`src/bm3_pkg.sv`:
```
// ----------------------------------------------------------------------------
// bm3_pkg
// Shared types and constants for the 3x3 binary morphology block.
// ----------------------------------------------------------------------------
package bm3_pkg;

    localparam int PIX_W      = 8;
    localparam int MASK_W     = 9;
    localparam int HEIGHT_W   = 12;
    localparam int ROW_W      = 13;
    localparam int CFG_IDX_W  = 2;
    localparam int CFG_DATA_W = 12;

    localparam logic [PIX_W-1:0]  FG_VALUE   = 8'd255;
    localparam logic [MASK_W-1:0] COL_KEEP   = 9'h0DB;
    localparam logic [MASK_W-1:0] MASK_RESET = 9'd186;
    localparam logic [HEIGHT_W-1:0] HEIGHT_RESET = 12'd480;
    localparam int WIDTH_RESET = 640;
    localparam int MIN_SIZE    = 3;

    // configuration register indexes
    localparam logic [CFG_IDX_W-1:0] CFG_MASK   = 2'd0;
    localparam logic [CFG_IDX_W-1:0] CFG_MODE   = 2'd1;
    localparam logic [CFG_IDX_W-1:0] CFG_WIDTH  = 2'd2;
    localparam logic [CFG_IDX_W-1:0] CFG_HEIGHT = 2'd3;

    typedef enum logic [1:0] {
        MODE_ERODE  = 2'd0,
        MODE_DILATE = 2'd1,
        MODE_OPEN   = 2'd2,
        MODE_CLOSE  = 2'd3
    } t_mode;

    typedef enum logic [2:0] {
        SEQ_RUN,
        SEQ_GO1,
        SEQ_WAIT1,
        SEQ_GO2,
        SEQ_WAIT2
    } t_seq_state;

    // stage decision made when an item is accepted
    typedef struct packed {
        logic take;
        logic emit;
    } t_stage_acc;

    // stage result in the cycle the item is processed
    typedef struct packed {
        logic emit;
        logic last;
        logic bit_val;
    } t_stage_res;

endpackage

```
`src/bm3_ram.sv`:
```
// ----------------------------------------------------------------------------
// bm3_ram
// Generic simple dual-port RAM, one write port, one registered read port.
// ----------------------------------------------------------------------------
module bm3_ram #(
    parameter int WIDTH = 2,
    parameter int DEPTH = 1024
) (
    input  logic                     i_clk,
    input  logic                     i_wr_en,
    input  logic [$clog2(DEPTH)-1:0] i_wr_addr,
    input  logic [WIDTH-1:0]         i_wr_data,
    input  logic                     i_rd_en,
    input  logic [$clog2(DEPTH)-1:0] i_rd_addr,
    output logic [WIDTH-1:0]         o_rd_data
);

    logic [WIDTH-1:0] r_mem [DEPTH];
    logic [WIDTH-1:0] r_rd_data;

    always_ff @(posedge i_clk) begin
        if (i_wr_en) begin
            r_mem[i_wr_addr] <= i_wr_data;
        end
        if (i_rd_en) begin
            r_rd_data <= r_mem[i_rd_addr];
        end
    end

    assign o_rd_data = r_rd_data;

endmodule

```
`src/bm3_stage.sv`:
```
// ----------------------------------------------------------------------------
// bm3_stage
// One 3x3 morphology stage: position counters, two line buffers in one
// RAM, the 3x3 window and the erode/dilate decision with border forcing.
// ----------------------------------------------------------------------------
module bm3_stage
    import bm3_pkg::*;
#(
    parameter int MAX_WIDTH = 1024,
    localparam int CW = $clog2(MAX_WIDTH),
    localparam int WW = $clog2(MAX_WIDTH + 1),
    localparam int PW = CW + ROW_W
) (
    input  logic                i_clk,
    input  logic                i_rst_n,
    input  logic [WW-1:0]       i_width,
    input  logic [HEIGHT_W-1:0] i_height,
    // accept side
    input  logic                i_capture,
    input  logic                i_offer,
    input  logic                i_restart,
    output t_stage_acc          o_acc,
    // position rebuild
    input  logic                i_load,
    input  logic [PW-1:0]       i_load_quot,
    input  logic [WW-1:0]       i_load_rem,
    output logic [PW-1:0]       o_pos,
    // processing side
    input  logic                i_fire,
    input  logic                i_bit,
    input  logic                i_erode,
    input  logic [MASK_W-1:0]   i_mask,
    output t_stage_res          o_res
);

    logic [PW-1:0]     r_pos;
    logic [ROW_W-1:0]  r_row;
    logic [CW-1:0]     r_col;
    logic [PW-1:0]     b_pos;
    logic [ROW_W-1:0]  b_row;
    logic [CW-1:0]     b_col;
    logic [PW-1:0]     n_pos;
    logic [ROW_W-1:0]  n_row;
    logic [CW-1:0]     n_col;
    logic [ROW_W-1:0]  h1;
    logic [ROW_W-1:0]  qr;
    logic [CW-1:0]     qc;
    logic [CW-1:0]     w_last;
    logic              take;
    logic              emit;
    logic              border;
    logic              last;
    logic              col_wrap;
    logic [ROW_W-1:0]  load_row;

    logic              r_push;
    logic              r_emit;
    logic              r_border;
    logic              r_last;
    logic              r_restart;
    logic [CW-1:0]     r_col_s;
    logic [MASK_W-1:0] r_win;
    logic [MASK_W-1:0] base_win;
    logic [MASK_W-1:0] n_win;
    logic [MASK_W-1:0] hit;
    logic [1:0]        rd_data;

    // position as seen by this item, counters restart on frame start
    assign b_pos = i_restart ? '0 : r_pos;
    assign b_row = i_restart ? '0 : r_row;
    assign b_col = i_restart ? '0 : r_col;

    assign h1     = ROW_W'(i_height) + ROW_W'(1);
    assign w_last = CW'(i_width - WW'(1));

    always_comb begin
        take   = !((b_row > h1) || ((b_row == h1) && (b_col != '0)));
        emit   = take && ((b_row >= ROW_W'(2)) || ((b_row == ROW_W'(1)) && (b_col != '0)));
        // output pixel sits one row and one column behind the input
        qc     = (b_col != '0) ? (b_col - CW'(1)) : w_last;
        qr     = (b_col != '0) ? (b_row - ROW_W'(1)) : (b_row - ROW_W'(2));
        border = (qr == '0) || (qr >= (h1 - ROW_W'(2))) || (qc == '0) || (qc == w_last);
        last   = (b_row == h1) && (b_col == '0);

        col_wrap = ((WW'(b_col) + WW'(1)) == i_width);
        n_pos = b_pos;
        n_row = b_row;
        n_col = b_col;
        if (i_offer && take) begin
            n_pos = b_pos + PW'(1);
            if (col_wrap) begin
                n_col = '0;
                n_row = b_row + ROW_W'(1);
            end else begin
                n_col = b_col + CW'(1);
            end
        end
    end

    assign o_acc.take = take;
    assign o_acc.emit = emit;

    // rows past the end of the frame collapse into one stopped value
    assign load_row = (i_load_quot > PW'(h1)) ? (h1 + ROW_W'(1)) : i_load_quot[ROW_W-1:0];

    always_ff @(posedge i_clk) begin
        if (!i_rst_n) begin
            r_pos <= '0;
            r_row <= '0;
            r_col <= '0;
        end else if (i_load) begin
            r_row <= load_row;
            r_col <= i_load_rem[CW-1:0];
        end else if (i_capture) begin
            r_pos <= n_pos;
            r_row <= n_row;
            r_col <= n_col;
        end
    end

    assign o_pos = r_pos;

    always_ff @(posedge i_clk) begin
        if (!i_rst_n) begin
            r_push    <= 1'b0;
            r_emit    <= 1'b0;
            r_restart <= 1'b0;
        end else if (i_capture) begin
            r_push    <= i_offer && take;
            r_emit    <= i_offer && emit;
            r_restart <= i_restart;
        end
    end

    always_ff @(posedge i_clk) begin
        if (i_capture) begin
            r_border <= border;
            r_last   <= last;
            r_col_s  <= b_col;
        end
    end

    // entry holds {older line, newer line} for one column
    bm3_ram #(
        .WIDTH (2),
        .DEPTH (MAX_WIDTH)
    ) u_lines (
        .i_clk     (i_clk),
        .i_wr_en   (i_fire && r_push),
        .i_wr_addr (r_col_s),
        .i_wr_data ({rd_data[0], i_bit}),
        .i_rd_en   (i_capture && i_offer && take),
        .i_rd_addr (b_col),
        .o_rd_data (rd_data)
    );

    assign base_win = r_restart ? '0 : r_win;
    assign n_win    = ((base_win >> 1) & COL_KEEP)
                    | {i_bit, 2'b00, rd_data[0], 2'b00, rd_data[1], 2'b00};
    assign hit      = n_win & i_mask;

    always_ff @(posedge i_clk) begin
        if (!i_rst_n) begin
            r_win <= '0;
        end else if (i_fire) begin
            r_win <= r_push ? n_win : base_win;
        end
    end

    assign o_res.emit    = r_emit;
    assign o_res.last    = r_last;
    assign o_res.bit_val = !r_border && (i_erode ? (hit == i_mask) : (hit != '0));

endmodule

```
`config.mk`:
```
export PLATFORM = sky130hd
export DESIGN_NAME = bm3_stage
export DESIGN_NICKNAME = d
export VERILOG_FILES = /design/src/bm3_pkg.sv /design/src/bm3_ram.sv /design/src/bm3_stage.sv
export SDC_FILE = /design/constraint.sdc
export NUM_CORES = 2
export LEC_CHECK = 0
export ABC_AREA = 1
export BUFFER_PORTS_ARGS = -buffer_cell sky130_fd_sc_hd__buf_4
export CAP_MARGIN = 40
export CORE_ASPECT_RATIO = 1.4
export CORE_MARGIN = 2
export CORE_UTILIZATION = 55
export CTS_CLUSTER_DIAMETER = 200
export DETAILED_ROUTE_END_ITERATION = 7
export MAX_ROUTING_LAYER = met4
export PLACE_DENSITY = 0.77
export SLEW_MARGIN = 20
export SYNTH_ARGS = -nofsm -noshare
export SYNTH_HDL_FRONTEND = slang
export SYNTH_SLANG_ARGS = --single-unit
```
`constraint.sdc`:
```
create_clock -name i_clk -period 31.6 [get_ports i_clk]
set_clock_uncertainty 0.1 [all_clocks]
set_input_delay 4.74 -clock i_clk [delete_from_list [all_inputs] [get_ports i_clk]]
set_output_delay 4.74 -clock i_clk [all_outputs]
set_load 0.02 [all_outputs]
```
==> summary.txt <==
Die
  • DIE WIDTH: 352.1 µm
  • Rows: roughly 180
  • I/O Pins: around 100
  • Starting Density: 55.41%
  • Die area: between 0.15 and 0.2 mm²
  • Die H: roughly 490 µm
  • Core area: ~0.17 mm²

Detailed routing
  • Vias: 69180
  • 1st-iter DRT viols: roughly 10000
  • DRT Pass-1 Iters: 7
  • Wirelength, routed: roughly 270000 µm
  • Residual DRC: 0
  • ANT nets after route: 0
  • DR WL/cell: roughly 25 µm
  • Via density: ~6.3

Clock tree
  • Clk slew on worst S/H paths: 0.07 ns
  • CTS sink cnt: about 2100
  • Post_cts resized: 0
  • CTS tree: yes
  • Post-CTS Setup Bufs: 0
  • Root Driver: clkbuf_16
  • Clk_lat worst skew: between 0.8 and 0.9 ns
  • TritonCTS buffer count: 178
  • CTS Hold Bufs: 0
  • Max H-tree Level: 4
  • CTS Buffer Depth: 3

Setup path
  • Reg-to-Reg End: u_lines.o_rd_data[1]$_DFFE_PP_
  • Setup crit start kind: input pin
  • Critical Path AT: 8.13 ns
  • Crit path kind: in -> out
  • R2R depth: 21
  • Worst Path Required: around 27 ns
  • Setup crit end kind: output pin
  • R2r startpoint: r_col[0]$_SDFFE_PN0P_
  • Worst Path Max Fanout: roughly 120
  • R2R Setup Slk: approximately 25 ns

Timing
  • RSZ-0062 raised after global routing: no
  • Final setup fails: 0
  • Minimum clock period: ~13 ns
  • Fin. Hold Viols: 0
  • Worst slew margin: 29.94%
  • Max Freq: between 0.07 and 0.08 GHz
  • Max-slew violations: 0
  • Hold Slack: ~0.37 ns
  • Period utilization: 41.04%
  • Setup_tns: 0 ns
  • Setup ws final: about 19 ns
  • Worst-Margin Slew: roughly 1.1 ns

Run status
  • Run status: complete, no violations

Hold path
  • Worst hold endpoint: r_win[7]$_SDFFE_PN0P_
  • Hold path start: r_win[7]$_SDFFE_PN0P_
  • Hold Crit Class: reg -> reg
  • Hold depth: 2

Synth
  • Synth async-reset ratio: 0%
  • Area leader, netlist: edfxtp_1
  • Synth warn: 0
  • Mapped Cells: between 8000 and 9000
  • Synthesized-area fraction occupied by and/or/nand/nor cells: approximately 16%
  • Synth top area cells: edfxtp_1 66%, nor2_1 10%, o21ai_0 6.1%
  • Post-Synth Adder-Cell Area: less than 1%
  • Largest family of logic cells by synthesized area: simple AND/OR/NAND/NOR gates
  • Synth unique cells: 48
  • Post-synth top area share: 66.36%
  • Synth Cell Area: approximately 0.093 mm²
  • Register bit total from synthesis: 2117
  • Post-synth EDFFs: about 2100
  • Mux cell area share after synthesis: 0%
  • Post-Syn Nets: just under 9000
  • Post-synth top flop: edfxtp_1
  • Post-synthesis xor/xnor area fraction: less than 1%
  • Syn avg cell area: 10.64 µm²
  • Synth Area in Compound Gates: a little over a tenth
  • Post-synthesis sequential area ratio: slightly below 70%

Power
  • Cell Pwr Density: 55.98 mW/mm²
  • VDD IR-drop max: roughly 0.000061 V
  • PnR Total Power: roughly 5.7 mW
  • LEAKAGE: 32.95 nW

Cells and area
  • # nets final: 8695
  • Sequential cell area: ~0.063 mm²
  • Layout area overhead: 9.450%
  • Fin area: about 0.10 mm²
  • Fraction of layout cells with a size suffix above 1: 7.022%
  • Filler cell count: roughly 13000
  • Util after Layout: between 60% and 70%
  • Layout Cells excl Fill: roughly 11000
  • Commonest non-fill, non-tap cell in the layout: nor2_1
  • Commonest non-fill, non-tap cells in the layout: 2508 x nor2_1, 2062 x edfxtp_1, 1133 x o21ai_0, 754 x nand2_1, 357 x nand3_1
  • Area of the multi-input gates: between 0.02 and 0.03 mm²

Global routing
  • Congestion Overflow GR: 0
  • Antenna violations before repair: 4
  • Vias in the first global route: 67330
  • Total GRT Usage: between 30% and 40%
  • Largest net degree at the start of global routing: 269
  • Global-route wire length before repair: a little under 400000 µm

Job
  • Max cap viols: 0

Placement
  • GPL Wtd Cong: 0.9528
  • DP Area: about 0.096 mm²
  • Port-buffer cells: around 100
  • Placement Setup Slack: around 19 ns
  • Placed Cells incl. Taps: roughly 11000
  • DP HPWL: around 150000 µm
worst max-delay path: stages:
cell and delay, ns:
buf_4 0.32, inv_8 0.32, nand2_8 0.45, ha_1 0.47, nand2_1 0.09, nor2_1 0.07
nand2_1 0.11, nor2_2 0.05, nand2_1 0.06, buf_4 0.25, a21oi_1 0.10, nor3_1 0.70
o21a_1 0.20, buf_4 0.14
power breakdown:
| part | total (mW) | switching, mW | internal (mW) |
|---|---|---|---|
| logic | 0.394 | 0.293 | 0.101 |
| clock network | 2.22 | 1.00 | 1.22 |
| registers | 3.10 | 0.00474 | 3.09 |
synthesized netlist by cell type (all sizes together) (53+ instances only):
| library cell | count |
|---|---|
| buf | 301 |
| edfxtp | 2062 |
| o22ai | 229 |
| nand3 | 359 |
| nor2 | 2526 |
| a21oi | 198 |
| xor2 | 58 |
| clkbuf | 360 |
| o211ai | 148 |
| nor3 | 54 |
| inv | 244 |
| o21ai | 1181 |
| ha | 53 |
| nand2 | 791 |
| dfxtp | 55 |
worst max-delay path by stage:
stage | start | to | slack [ns]
2_1_floorplan | u_lines.o_rd_data[0]$_DFFE_PP_ | o_res[0] | 12.21
4_1_cts | i_restart | o_acc[0] | 18.63
6_report | i_restart | o_acc[0] | 18.63
5_1_grt | i_restart | o_acc[0] | 18.49
3_5_place_dp | i_restart | o_acc[0] | 18.65
3_3_place_gp | i_restart | o_acc[0] | 18.66
sequential cells by signal, indices dropped and copies added, names as in the netlist:
register and flops:
r_col 10, r_restart 1, r_col_s 10, r_win 6, r_push 1, u_lines.o_rd_data 2, o_pos 23, r_border 1
r_row 13, r_last 1, r_emit 1, u_lines.r_mem 2048
final cells by class:
class / count / share of cell area, %
multi-input combinational: 5739 / 25.93
clock inverter: 116 / 1.158
timing repair buffer: 281 / 2.912
clock buffer: 213 / 4.574
tap: 2250 / 2.757
inverter: 250 / 0.9434
antenna: 6 / 0.01470
sequential: 2117 / 61.71
cell families (layout without fill, tap and decap cells):
kind of cell             Yosys count  after routing
XOR/XNOR                          73             73
flip-flops                      2117           2117
AO/OA/AOI/OAI                   1828           1828
buffers and inverters            911            860
AND/OR/NAND/NOR                 3785           3785
adder cells (fa/ha/maj)           53             53
other                              0              6
layer usage:
| layer | routed length, µm | share of wire, % | GRT usage (%) | vias up |
|---|---|---|---|---|
| li1 | - | - | - | 30290 |
| met1 | 89580 | 33 | 35.77 | 33230 |
| met2 | 129700 | 48 | 51.31 | 4723 |
| met3 | 31350 | 12 | 5.248 | 937 |
| met4 | 19130 | 7.1 | 20.16 | 0 |
| met5 | 0 | 0 | - | - |
No activity file was read; power rests on OpenSTA's default activity.
