`config.mk`:
```
export PLATFORM = sky130hd
export DESIGN_NAME = bm3_div
export DESIGN_NICKNAME = d
export VERILOG_FILES = /design/src/bm3_div.sv
export SDC_FILE = /design/constraint.sdc
export NUM_CORES = 1
export LEC_CHECK = 0
export BUFFER_PORTS_ARGS = -buffer_cell sky130_fd_sc_hd__buf_4
export CORE_ASPECT_RATIO = 0.7
export CORE_UTILIZATION = 25
export CTS_CLUSTER_SIZE = 10
export DETAILED_ROUTE_END_ITERATION = 7
export PLACE_DENSITY_LB_ADDON = 0.15
export SLEW_MARGIN = 10
export SYNTH_ARGS = -nofsm -noshare
export SYNTH_HDL_FRONTEND = slang
export SYNTH_SLANG_ARGS = --single-unit
```
`constraint.sdc`:
```
create_clock -name i_clk -period 2.1 [get_ports i_clk]
set_input_delay 0.315 -clock i_clk [delete_from_list [all_inputs] [get_ports i_clk]]
set_output_delay 0.315 -clock i_clk [all_outputs]
set_load 0.01 [all_outputs]
```
`src/bm3_div.sv`:
```
// ----------------------------------------------------------------------------
// bm3_div
// Restoring divider, one quotient bit per cycle. Used to rebuild the
// row and column of a stage position after a frame size change.
// ----------------------------------------------------------------------------
module bm3_div #(
    parameter int DIVIDEND_W = 23,
    parameter int DIVISOR_W  = 11
) (
    input  logic                  i_clk,
    input  logic                  i_rst_n,
    input  logic                  i_start,
    input  logic [DIVIDEND_W-1:0] i_dividend,
    input  logic [DIVISOR_W-1:0]  i_divisor,
    output logic                  o_done,
    output logic [DIVIDEND_W-1:0] o_quot,
    output logic [DIVISOR_W-1:0]  o_rem
);

    localparam int CNT_W = $clog2(DIVIDEND_W + 1);

    logic [DIVIDEND_W-1:0] r_quot;
    logic [DIVISOR_W-1:0]  r_rem;
    logic [CNT_W-1:0]      r_count;
    logic                  r_busy;
    logic                  r_done;
    logic [DIVISOR_W:0]    trial;
    logic [DIVISOR_W:0]    diff;
    logic                  ge;

    assign trial = {r_rem, r_quot[DIVIDEND_W-1]};
    assign ge    = (trial >= {1'b0, i_divisor});
    assign diff  = trial - {1'b0, i_divisor};

    always_ff @(posedge i_clk) begin
        if (!i_rst_n) begin
            r_busy  <= 1'b0;
            r_done  <= 1'b0;
            r_count <= '0;
        end else begin
            r_done <= 1'b0;
            if (i_start) begin
                r_busy  <= 1'b1;
                r_count <= CNT_W'(DIVIDEND_W);
            end else if (r_busy) begin
                r_count <= r_count - 1'b1;
                if (r_count == CNT_W'(1)) begin
                    r_busy <= 1'b0;
                    r_done <= 1'b1;
                end
            end
        end
    end

    always_ff @(posedge i_clk) begin
        if (i_start) begin
            r_quot <= i_dividend;
            r_rem  <= '0;
        end else if (r_busy) begin
            r_quot <= {r_quot[DIVIDEND_W-2:0], ge};
            r_rem  <= ge ? diff[DIVISOR_W-1:0] : trial[DIVISOR_W-1:0];
        end
    end

    assign o_done = r_done;
    assign o_quot = r_quot;
    assign o_rem  = r_rem;

endmodule

```
==> results.py, run 1 <==
metrics = {
    "status": {
        "outcome": "finished, violations left",
        "violations": "setup timing",
    },
    "floorplanning": {
        "die_h_um": 81.8,
        "die-area_um2": 9500,
        "rows": 28,
        "die_w_um": 116,
        "io_pins": 72,
        "start_util": 0.263,
        "core_um2": 8650,
    },
    "yosys": {
        "syn-cell-area_um2": 2280,
        "synth_most_common_cell": "nor2_1",
        "syn_avg_cell_area_um2": 10.8,
        "ys_warn_count": 0,
        "ys_types": 42,
        "yosysTopAreaCell": "edfxtp_1",
        "synth_nets": 261,
        "synth_top_area_share": 0.303,
        "synth-async-reset-ratio": 0,
        "ys_seq_area_frac": 0.462,
        "synth.area.top_cells": "edfxtp_1 (30%), dfxtp_1 (16%), mux2_2 (11%), ha_1 (7.1%), nor2_1 (4.0%)",
        "yosys_register_bits": 41,
        "synth_edf_count": 23,
        "synthCells": 210,
        "synth_common_cells": "nor2_1 (24), edfxtp_1 (23), mux2_2 (23), dfxtp_1 (18), inv_1 (17)",
        "synth_top_flop_cell": "edfxtp_1",
    },
    "cells_and_area": {
        "final_util": 0.401,
        "postLayoutCellArea_um2": 3470,
        "fin_cells": 444,
        "diodes": 0,
        "area_growth_pct": 52.4,
        "layout-drive-gt1-share": 0.494,
        "nets": 374,
    },
    "sta": {
        "tns_ps": -1210,
        "rsz0062_at_grt": "yes",
        "skew_ps": 4.79,
        "finalSetupViolations": 11,
        "finalHoldViolCount": 0,
        "period_share": 1.09,
        "fin_crit_ps": 2290,
        "worst_slew_pin_slew_ps": 504,
        "report.final.slew_viol_count": 0,
        "max_freq_ghz": 0.436,
        "whs_ps": 327,
        "fin_ws_ps": -192,
        "slew_headroom": 0.663,
    },
    "drt": {
        "wl_per_cell_um": 13.3,
        "drc": 0,
        "vias_per_cell": 4.30,
        "vias": 1907,
        "drt_iter0_drc": 81,
        "antenna_left": 0,
        "drt-total-wl_um": 5910,
        "drt_pass1_iterations": 4,
    },
    "global_routing": {
        "grt_use_total": 0.128,
        "grt_max_degree": 25,
        "grt_pass1_wl_um": 9090,
        "grt_pass1_vias": 1823,
        "antenna_found_initial": 0,
        "grt_overflow_total": 0,
    },
    "placement": {
        "place_inst": 433,
        "dp_hpwl_um": 4520,
        "placed_area_um2": 3220,
        "gp_congestion": 0.784,
        "port_buffers": 71,
        "pre_cts_slack_ps": -296,
    },
    "power": {
        "p_total_mw": 2.41,
        "max-vdd-ir-drop_uv": 308,
        "leakagePower_nw": 1.56,
        "p_per_area_nw_per_um2": 696,
    },
    "setup_path": {
        "r2r_slack_ps": -190,
        "r2r-end": "o_rem[10]$_SDFFE_PP0P_",
        "critPathKind": "reg -> reg",
        "cp.arrival_ps": 2520,
        "rr_worst_depth": 10,
        "required_ps": 2330,
        "endpoint_kind": "flip-flop",
        "reg2reg_from": "o_quot[22]$_DFFE_PP_",
        "crit_path_max_fanout": 3,
        "start_kind": "flip-flop",
    },
    "clocking": {
        "cts_tree": "done",
        "numCtsBuffers": 5,
        "cts_root_buffer": "clkbuf_16",
        "clock-sinks": 41,
        "cts_buffer_depth": 2,
        "clkTransAtPathRegs_ps": 60,
        "clk-insertion-delay-late_ps": 290,
        "htreeDepth": 2,
    },
    "worst_hold_path": {
        "worstHoldStart": "i_dividend[7]",
        "hold_end": "o_quot[7]$_DFFE_PP_",
        "hold_depth": 2,
        "hp-class": "in -> reg",
    },
    "run": {
        "drv_cap": 0,
    },
}
[cell families (layout without fill, tap and decap cells)]
kind of cell,Yosys count,after routing,share of synthesized area
buf+inv,25,139,0.0462
simple gates,54,54,0.112
flops,41,41,0.462
xor+xnor,10,10,0.0385
mux,24,24,0.120
fa+ha+maj,14,14,0.0803
compound gates,42,42,0.141
[per-layer routing]
metal | global-route usage | vias to the layer above | part of all wire
li1 | - | 993 | -
met1 | 0.190 | 863 | 0.54
met2 | 0.177 | 45 | 0.40
met3 | 0.0369 | 6 | 0.050
met4 | 0.0385 | 0 | 0.0090
met5 | 0 | - | 0
[how the worst max path moves through the flow]
stage | startpoint | endpoint | slack, ps | cells past startpoint
floorplan | o_quot[22]$_DFFE_PP_ | o_rem[0]$_SDFFE_PP0P_ | -220 | 10
global placement | i_divisor[0] | o_rem[3]$_SDFFE_PP0P_ | -260 | 9
detailed placement | i_divisor[0] | o_rem[3]$_SDFFE_PP0P_ | -300 | 9
CTS | o_quot[22]$_DFFE_PP_ | o_rem[3]$_SDFFE_PP0P_ | -210 | 9
global route | o_quot[22]$_DFFE_PP_ | o_rem[4]$_SDFFE_PP0P_ | -310 | 11
finish | o_quot[22]$_DFFE_PP_ | o_rem[10]$_SDFFE_PP0P_ | -190 | 10
[registers in the layout, summed over array words and instances (netlist names)]
name and cells:
o_done 1, o_rem 11, r_busy 1, r_count 5
o_quot 23
[critical path, stage by stage (launching register included)]
cell and delay, ps:
edfxtp_1 410, inv_2 90, ha_4 130, fa_2 190
and2b_1 200, o31a_4 290, buf_4 150, o21a_1 190
o21ai_1 100, or4b_1 440, nand2_1 70
[layout make-up]
| type | instances | area, um^2 |
|---|---|---|
| Inverter | 17 | 63.8 |
| Clock buffer | 5 | 125 |
| Multi-Input combinational cell | 144 | 1170 |
| Tap cell | 120 | 150 |
| Sequential cell | 41 | 1050 |
| Timing Repair Buffer | 114 | 860 |
| Clock inverter | 3 | 46.3 |
| Fill cell | 878 | 5180 |
[where the power goes]
part           switching [mW]  internal (mW)  leakage (nW)
Combinational           0.249          0.310          1.10
Clock                   0.322          0.562        0.0800
Sequential             0.0415          0.929         0.380
[cells in the final DEF (no fill, tap or decap), drive strengths merged, types with 4 or more instances in the layout]
| cell type | count |
|---|---|
| a21oi | 7 |
| a32oi | 4 |
| buf | 114 |
| clkbuf | 5 |
| dfxtp | 18 |
| edfxtp | 23 |
| ha | 13 |
| inv | 17 |
| mux2 | 24 |
| nand2 | 11 |
| nand2b | 4 |
| nor2 | 24 |
| nor3 | 4 |
| o21a | 4 |
| o21ai | 8 |
| xnor2 | 5 |
| xor2 | 5 |
[repair_timing]
action                                  in CTS  in global routing
hold buffers                                 0                  0
gates resized for setup                     11                  4
endpoints found under the setup margin      12                 12
buffers inserted                             3                  0
pin swaps                                    5                  1
(Power assumes the default switching activity.)
==> run 2, diff against run 1 <==
--- a/config.mk
+++ b/config.mk
@@ -5,11 +5,13 @@
 export SDC_FILE = /design/constraint.sdc
 export NUM_CORES = 1
 export LEC_CHECK = 0
+export ABC_AREA = 1
 export BUFFER_PORTS_ARGS = -buffer_cell sky130_fd_sc_hd__buf_4
 export CORE_ASPECT_RATIO = 0.7
 export CORE_UTILIZATION = 25
 export CTS_CLUSTER_SIZE = 10
 export DETAILED_ROUTE_END_ITERATION = 7
+export GPL_TIMING_DRIVEN = 0
 export PLACE_DENSITY_LB_ADDON = 0.15
 export SLEW_MARGIN = 10
 export SYNTH_ARGS = -nofsm -noshare
==> results.py, run 2 <==
metrics = {
    "yosys": {
        "yosys_register_bits": 41,
        "yosysTopAreaCell": "edfxtp_1",
        "synth_top_flop_cell": "edfxtp_1",
        "ys_warn_count": 0,
        "ys_types": 32,
        "synth_common_cells": "nand2_1 (138), inv_1 (54), nand3_1 (25), edfxtp_1 (23), dfxtp_1 (18)",
        "synth_most_common_cell": "nand2_1",
        "synth_nets": 407,
        "synth_top_area_share": 0.265,
        "syn_avg_cell_area_um2": 7.31,
        "syn-cell-area_um2": 2600,
        "synthCells": 356,
        "synth-async-reset-ratio": 0,
        "synth_edf_count": 23,
        "synth.area.top_cells": "edfxtp_1 (27%), nand2_1 (20%), dfxtp_1 (14%), inv_1 (7.8%), ha_1 (6.3%)",
        "ys_seq_area_frac": 0.404,
    },
    "drt": {
        "antenna_left": 0,
        "wl_met3_um": 353,
        "m1WireLength_um": 4070,
        "drt_iter0_drc": 134,
        "highest_layer": "met4",
        "vias_per_cell": 4.29,
        "wl_per_cell_um": 12.8,
        "drt_pass1_iterations": 4,
        "vias": 2433,
        "drc": 0,
        "drt-total-wl_um": 7260,
        "route.met2.wl_um": 2750,
    },
    "cells_and_area": {
        "final_common_cell": "nand2_1",
        "layout-drive-gt1-share": 0.269,
        "final_util": 0.356,
        "postLayoutCellArea_um2": 3520,
        "area_growth_pct": 35.4,
        "fin_cells": 567,
        "diodes": 0,
        "nets": 489,
        "final_cell_mix": "nand2_1 (138), buf_4 (74), inv_1 (52)",
        "largest_register_ffs": 23,
    },
    "setup_path": {
        "start_kind": "flip-flop",
        "crit_chain": "inv_2 > ha_2 > fa_2 > inv_2 > nand3_1 > nand3_2 > nand2_2 > nand4_4 > clkbuf_16 > nand2_1 > nand2_1",
        "endpoint_kind": "flip-flop",
        "reg2reg_from": "o_quot[22]$_DFFE_PP_",
        "r2r-end": "o_quot[0]$_DFFE_PP_",
        "critPathKind": "reg -> reg",
        "cp.arrival_ps": 2040,
        "required_ps": 2140,
        "r2r_slack_ps": 100,
        "cpPeakStageDelay_ps": 440,
        "rr_worst_depth": 11,
        "critPathSlowestCell": "edfxtp_1",
        "crit_path_max_fanout": 5,
    },
    "worst_hold_path": {
        "hold_end": "r_count[2]$_SDFFE_PN0P_",
        "hp-class": "in -> reg",
        "worstHoldStart": "i_rst_n",
        "hold_depth": 3,
    },
    "clocking": {
        "htreeDepth": 2,
        "clock-sinks": 41,
        "cts_tree": "done",
        "clkTransAtPathRegs_ps": 60,
        "clk-insertion-delay-late_ps": 280,
        "cts_root_buffer": "clkbuf_16",
        "numCtsBuffers": 5,
        "cts_buffer_depth": 2,
        "hold_buffers": 0,
    },
    "sta": {
        "period_share": 0.950,
        "skew_ps": 6.16,
        "finalHoldViolCount": 0,
        "report.final.slew_viol_count": 0,
        "max_freq_ghz": 0.501,
        "finalSetupViolations": 0,
        "worst_slew_pin_slew_ps": 961,
        "fin_crit_ps": 2000,
        "fin_ws_ps": 105,
        "slew_headroom": 0.358,
    },
    "placement": {
        "pre_cts_slack_ps": -16.4,
        "port_buffers": 70,
        "place_inst": 554,
        "gp_congestion": 0.812,
        "placed_area_um2": 3290,
        "dp_hpwl_um": 5380,
    },
    "floorplanning": {
        "core_um2": 9910,
        "die-area_um2": 10800,
        "rows": 30,
        "start_util": 0.263,
        "io_pins": 72,
        "die_w_um": 124,
        "die_h_um": 87.4,
    },
    "global_routing": {
        "grt_use_total": 0.141,
        "grt_max_degree": 25,
        "grt_overflow_total": 0,
        "grt_pass1_vias": 2218,
        "grt_pass1_wl_um": 11400,
        "antenna_found_initial": 0,
    },
    "power": {
        "p_total_mw": 2.25,
        "max-vdd-ir-drop_uv": 282,
        "p_per_area_nw_per_um2": 639,
        "leakagePower_nw": 1.83,
    },
    "run": {
        "drv_cap": 0,
    },
    "status": {
        "outcome": "completed",
    },
}
==> run 2: changes by cell type in the layout (fill, tap and decap cells not counted), sizes merged, moves of 14 or more <==
cell / before / now
buf: 114 / 78
inv: 17 / 56
mux2: 24 / 0
nand2: 11 / 150
nand3: 1 / 31
nand4: 2 / 16
==> run 2: cell families after synthesis <==
group	synth area share
adders and majority gates	0.0702
AOI/OAI and AO/OA	0.0284
and+or+nand+nor	0.379
DFF	0.404
xor gates and xnor gates	0.0101
buffers and inverters	0.109
==> run 2: critical path, delay by kind of cell, from the launching register on <==
kind,cells,cell delay [ps]
AND/OR/NAND/NOR,6,550
flip-flops,1,440
adder cells (fa/ha/maj),2,420
buffers and inverters,3,340
==> run 2: final cells by class <==
class / count / area [um^2]
fillers: 1080 / 6380
clock buffers: 6 / 129
well taps: 128 / 160
inverters: 57 / 214
plain buffers: 11 / 72.6
multi-input cells: 247 / 1280
flip-flops and latches: 41 / 1050
clock inverters: 2 / 35.0
repair buffers: 75 / 581
==> run 2: worst max path at each step <==
stage	start	slack, ps	to
2_1_floorplan	o_quot[22]$_DFFE_PP_	250	o_rem[6]$_SDFFE_PP0P_
3_3_place_gp	o_quot[22]$_DFFE_PP_	-50	o_rem[6]$_SDFFE_PP0P_
3_5_place_dp	o_quot[22]$_DFFE_PP_	-20	o_quot[0]$_DFFE_PP_
4_1_cts	o_quot[22]$_DFFE_PP_	9	o_rem[6]$_SDFFE_PP0P_
5_1_grt	o_quot[22]$_DFFE_PP_	-7	o_quot[0]$_DFFE_PP_
6_report	o_quot[22]$_DFFE_PP_	100	o_quot[0]$_DFFE_PP_
==> run 2: metal layers <==
| layer | global-route usage | vias to the layer above |
|---|---|---|
| li1 | - | 1294 |
| met1 | 0.226 | 1080 |
| met2 | 0.183 | 52 |
| met3 | 0.0288 | 7 |
| met4 | 0.0379 | 0 |
| met5 | 0 | - |
==> run 2: stage by stage <==
stage          TNS, ps  hold WS [ps]
2_1_floorplan        0           426
3_3_place_gp      -178           459
3_5_place_dp     -42.4           461
4_1_cts              0           268
5_1_grt          -6.60           284
6_report             0           278
==> run 2: report_power, final <==
| part | total (mW) | switching, mW | internal [mW] |
|---|---|---|---|
| Combinational | 0.406 | 0.221 | 0.186 |
| Sequential | 0.959 | 0.0366 | 0.923 |
| Clock | 0.886 | 0.326 | 0.560 |
| Total | 2.25 | 0.583 | 1.67 |
==> run 2: timing repair <==
| item | CTS | global route |
|---|---|---|
| setup endpoints to repair | 10 | 11 |
| pin swaps | 0 | 0 |
| gates resized for setup | 0 | 8 |
| buffers inserted | 2 | 2 |
| gates cloned | 0 | 1 |
==> run 3, diff against run 2 <==
--- a/config.mk
+++ b/config.mk
@@ -9,10 +9,10 @@
 export BUFFER_PORTS_ARGS = -buffer_cell sky130_fd_sc_hd__buf_4
 export CORE_ASPECT_RATIO = 0.7
 export CORE_UTILIZATION = 25
-export CTS_CLUSTER_SIZE = 10
 export DETAILED_ROUTE_END_ITERATION = 7
 export GPL_TIMING_DRIVEN = 0
 export PLACE_DENSITY_LB_ADDON = 0.15
+export SKIP_CTS_REPAIR_TIMING = 1
 export SLEW_MARGIN = 10
 export SYNTH_ARGS = -nofsm -noshare
 export SYNTH_HDL_FRONTEND = slang
==> constraint.sdc (replaced) <==
create_clock -name i_clk -period 1.7 [get_ports i_clk]
set_input_delay 0.255 -clock i_clk [delete_from_list [all_inputs] [get_ports i_clk]]
set_output_delay 0.255 -clock i_clk [all_outputs]
set_load 0.01 [all_outputs]
==> results.py, run 3 (synthesis gave the netlist of run 2 again) <==
metrics = {
    "status": {
        "outcome": "finished, violations left",
        "violations": "setup timing",
    },
    "global_routing": {
        "grt_pass1_vias": 2154,
        "grt_overflow_total": 0,
        "grt_use_total": 0.137,
        "grt_pass1_wl_um": 11200,
        "grt_max_degree": 25,
        "antenna_found_initial": 0,
    },
    "setup_path": {
        "cpPeakStageDelay_ps": 410,
        "endpoint_kind": "flip-flop",
        "crit_chain": "inv_2 > ha_4 > fa_2 > inv_2 > nand3_2 > nand3_4 > nand2_4 > nand4_4 > clkbuf_16 > nand2_2 > nand3_2 > nand2_1",
        "critPathKind": "reg -> reg",
        "required_ps": 1880,
        "start_kind": "flip-flop",
        "critPathSlowestCell": "fa_2",
        "crit_path_max_fanout": 5,
        "rr_worst_depth": 12,
        "cp.arrival_ps": 2120,
    },
    "floorplanning": {
        "start_util": 0.263,
        "die_w_um": 124,
        "io_pins": 72,
        "rows": 30,
        "die_h_um": 87.4,
        "core_um2": 9910,
        "die-area_um2": 10800,
    },
    "sta": {
        "skew_ps": 4.12,
        "whs_ps": 224,
        "fin_crit_ps": 1940,
        "worst_slew_pin_slew_ps": 615,
        "finalSetupViolations": 12,
        "period_share": 1.14,
        "finalHoldViolCount": 0,
        "fin_ws_ps": -240,
        "rsz0062_at_grt": "yes",
        "report.final.slew_viol_count": 0,
        "max_freq_ghz": 0.515,
        "slew_headroom": 0.590,
    },
    "clocking": {
        "numCtsBuffers": 5,
        "clk-insertion-delay-late_ps": 280,
        "htreeDepth": 2,
        "cts_root_buffer": "clkbuf_16",
        "clock-sinks": 41,
        "clkTransAtPathRegs_ps": 60,
        "cts_buffer_depth": 2,
        "cts_tree": "done",
    },
    "power": {
        "p_per_area_nw_per_um2": 772,
        "leakagePower_nw": 1.86,
        "max-vdd-ir-drop_uv": 464,
        "p_total_mw": 2.79,
    },
    "cells_and_area": {
        "fin_cells": 569,
        "multiInputGateArea_um2": 1360,
        "layout-drive-gt1-share": 0.297,
        "largest_register_ffs": 23,
        "final_common_cell": "nand2_1",
        "area_growth_pct": 39.0,
        "final_cell_mix": "nand2_1 (136), buf_4 (77), inv_1 (51)",
        "diodes": 0,
        "nets": 491,
        "seqCellArea_um2": 1050,
        "fillers": 1066,
    },
    "placement": {
        "place_inst": 554,
        "dp_hpwl_um": 5510,
        "gp_congestion": 0.847,
        "port_buffers": 70,
    },
    "drt": {
        "drt_pass1_iterations": 4,
        "vias_per_cell": 4.30,
        "drt_iter0_drc": 188,
        "wl_per_cell_um": 12.9,
        "drc": 0,
        "vias": 2445,
        "drt-total-wl_um": 7350,
        "antenna_left": 0,
    },
    "run": {
        "drv_cap": 0,
    },
    "worst_hold_path": {
        "hold_depth": 3,
        "hp-class": "in -> reg",
    },
}
-- run 3: cell type report --
type / count / share of cell area
Multi-Input combinational cell: 247 / 0.374
Sequential cell: 41 / 0.290
Timing Repair Buffer: 77 / 0.165
Inverter: 57 / 0.0602
Tap cell: 128 / 0.0443
Clock buffer: 5 / 0.0346
Buffer: 11 / 0.0201
Clock inverter: 3 / 0.0114
-- run 3: path summary, 6_finish.rpt --
| check | from | endpoint | slack [ps] |
|---|---|---|---|
| worst max-delay path | o_quot[22]$_DFFE_PP_ | o_rem[2]$_SDFFE_PP0P_ | -240 |
| worst min register to register | r_count[4]$_SDFFE_PN0P_ | r_count[4]$_SDFFE_PN0P_ | 470 |
| worst min-delay path | i_rst_n | r_count[2]$_SDFFE_PN0P_ | 220 |
| worst max register to register | o_quot[22]$_DFFE_PP_ | o_rem[2]$_SDFFE_PP0P_ | -240 |
-- run 3: critical path: cells and delay by family, from the launching register on --
kind,cells,cell delay (ps)
buffers and inverters,3,310
flip-flops,1,400
adder cells (fa/ha/maj),2,580
AND/OR/NAND/NOR,7,540
-- run 3: metrics by stage --
stage | setup WS, ps | cell area (um^2) | util | TNS, ps
after floorplan | -79.7 | 2650 | - | -446
after global placement | -314 | 3330 | 0.336 | -4790
after detailed placement | -307 | 3330 | 0.336 | -4010
after CTS | -330 | 3500 | 0.353 | -3700
after global routing | -332 | 3620 | 0.365 | -6480
final | -240 | 3620 | 0.365 | -2610
-- run 3: metal layers --
| layer | vias up | global-route usage | routed length (um) |
|---|---|---|---|
| met2 | 49 | 0.183 | 2850 |
| li1 | 1297 | - | - |
| met5 | - | 0 | 0 |
| met3 | 4 | 0.0255 | 362 |
| met1 | 1095 | 0.220 | 4080 |
| met4 | 0 | 0.0260 | 57 |
-- run 3: report_power, final --
| group | switching [mW] | total (mW) | internal [mW] |
|---|---|---|---|
| Combinational | 0.282 | 0.523 | 0.241 |
| Clock | 0.398 | 1.09 | 0.688 |
| Sequential | 0.0462 | 1.19 | 1.14 |
| Total | 0.727 | 2.79 | 2.07 |
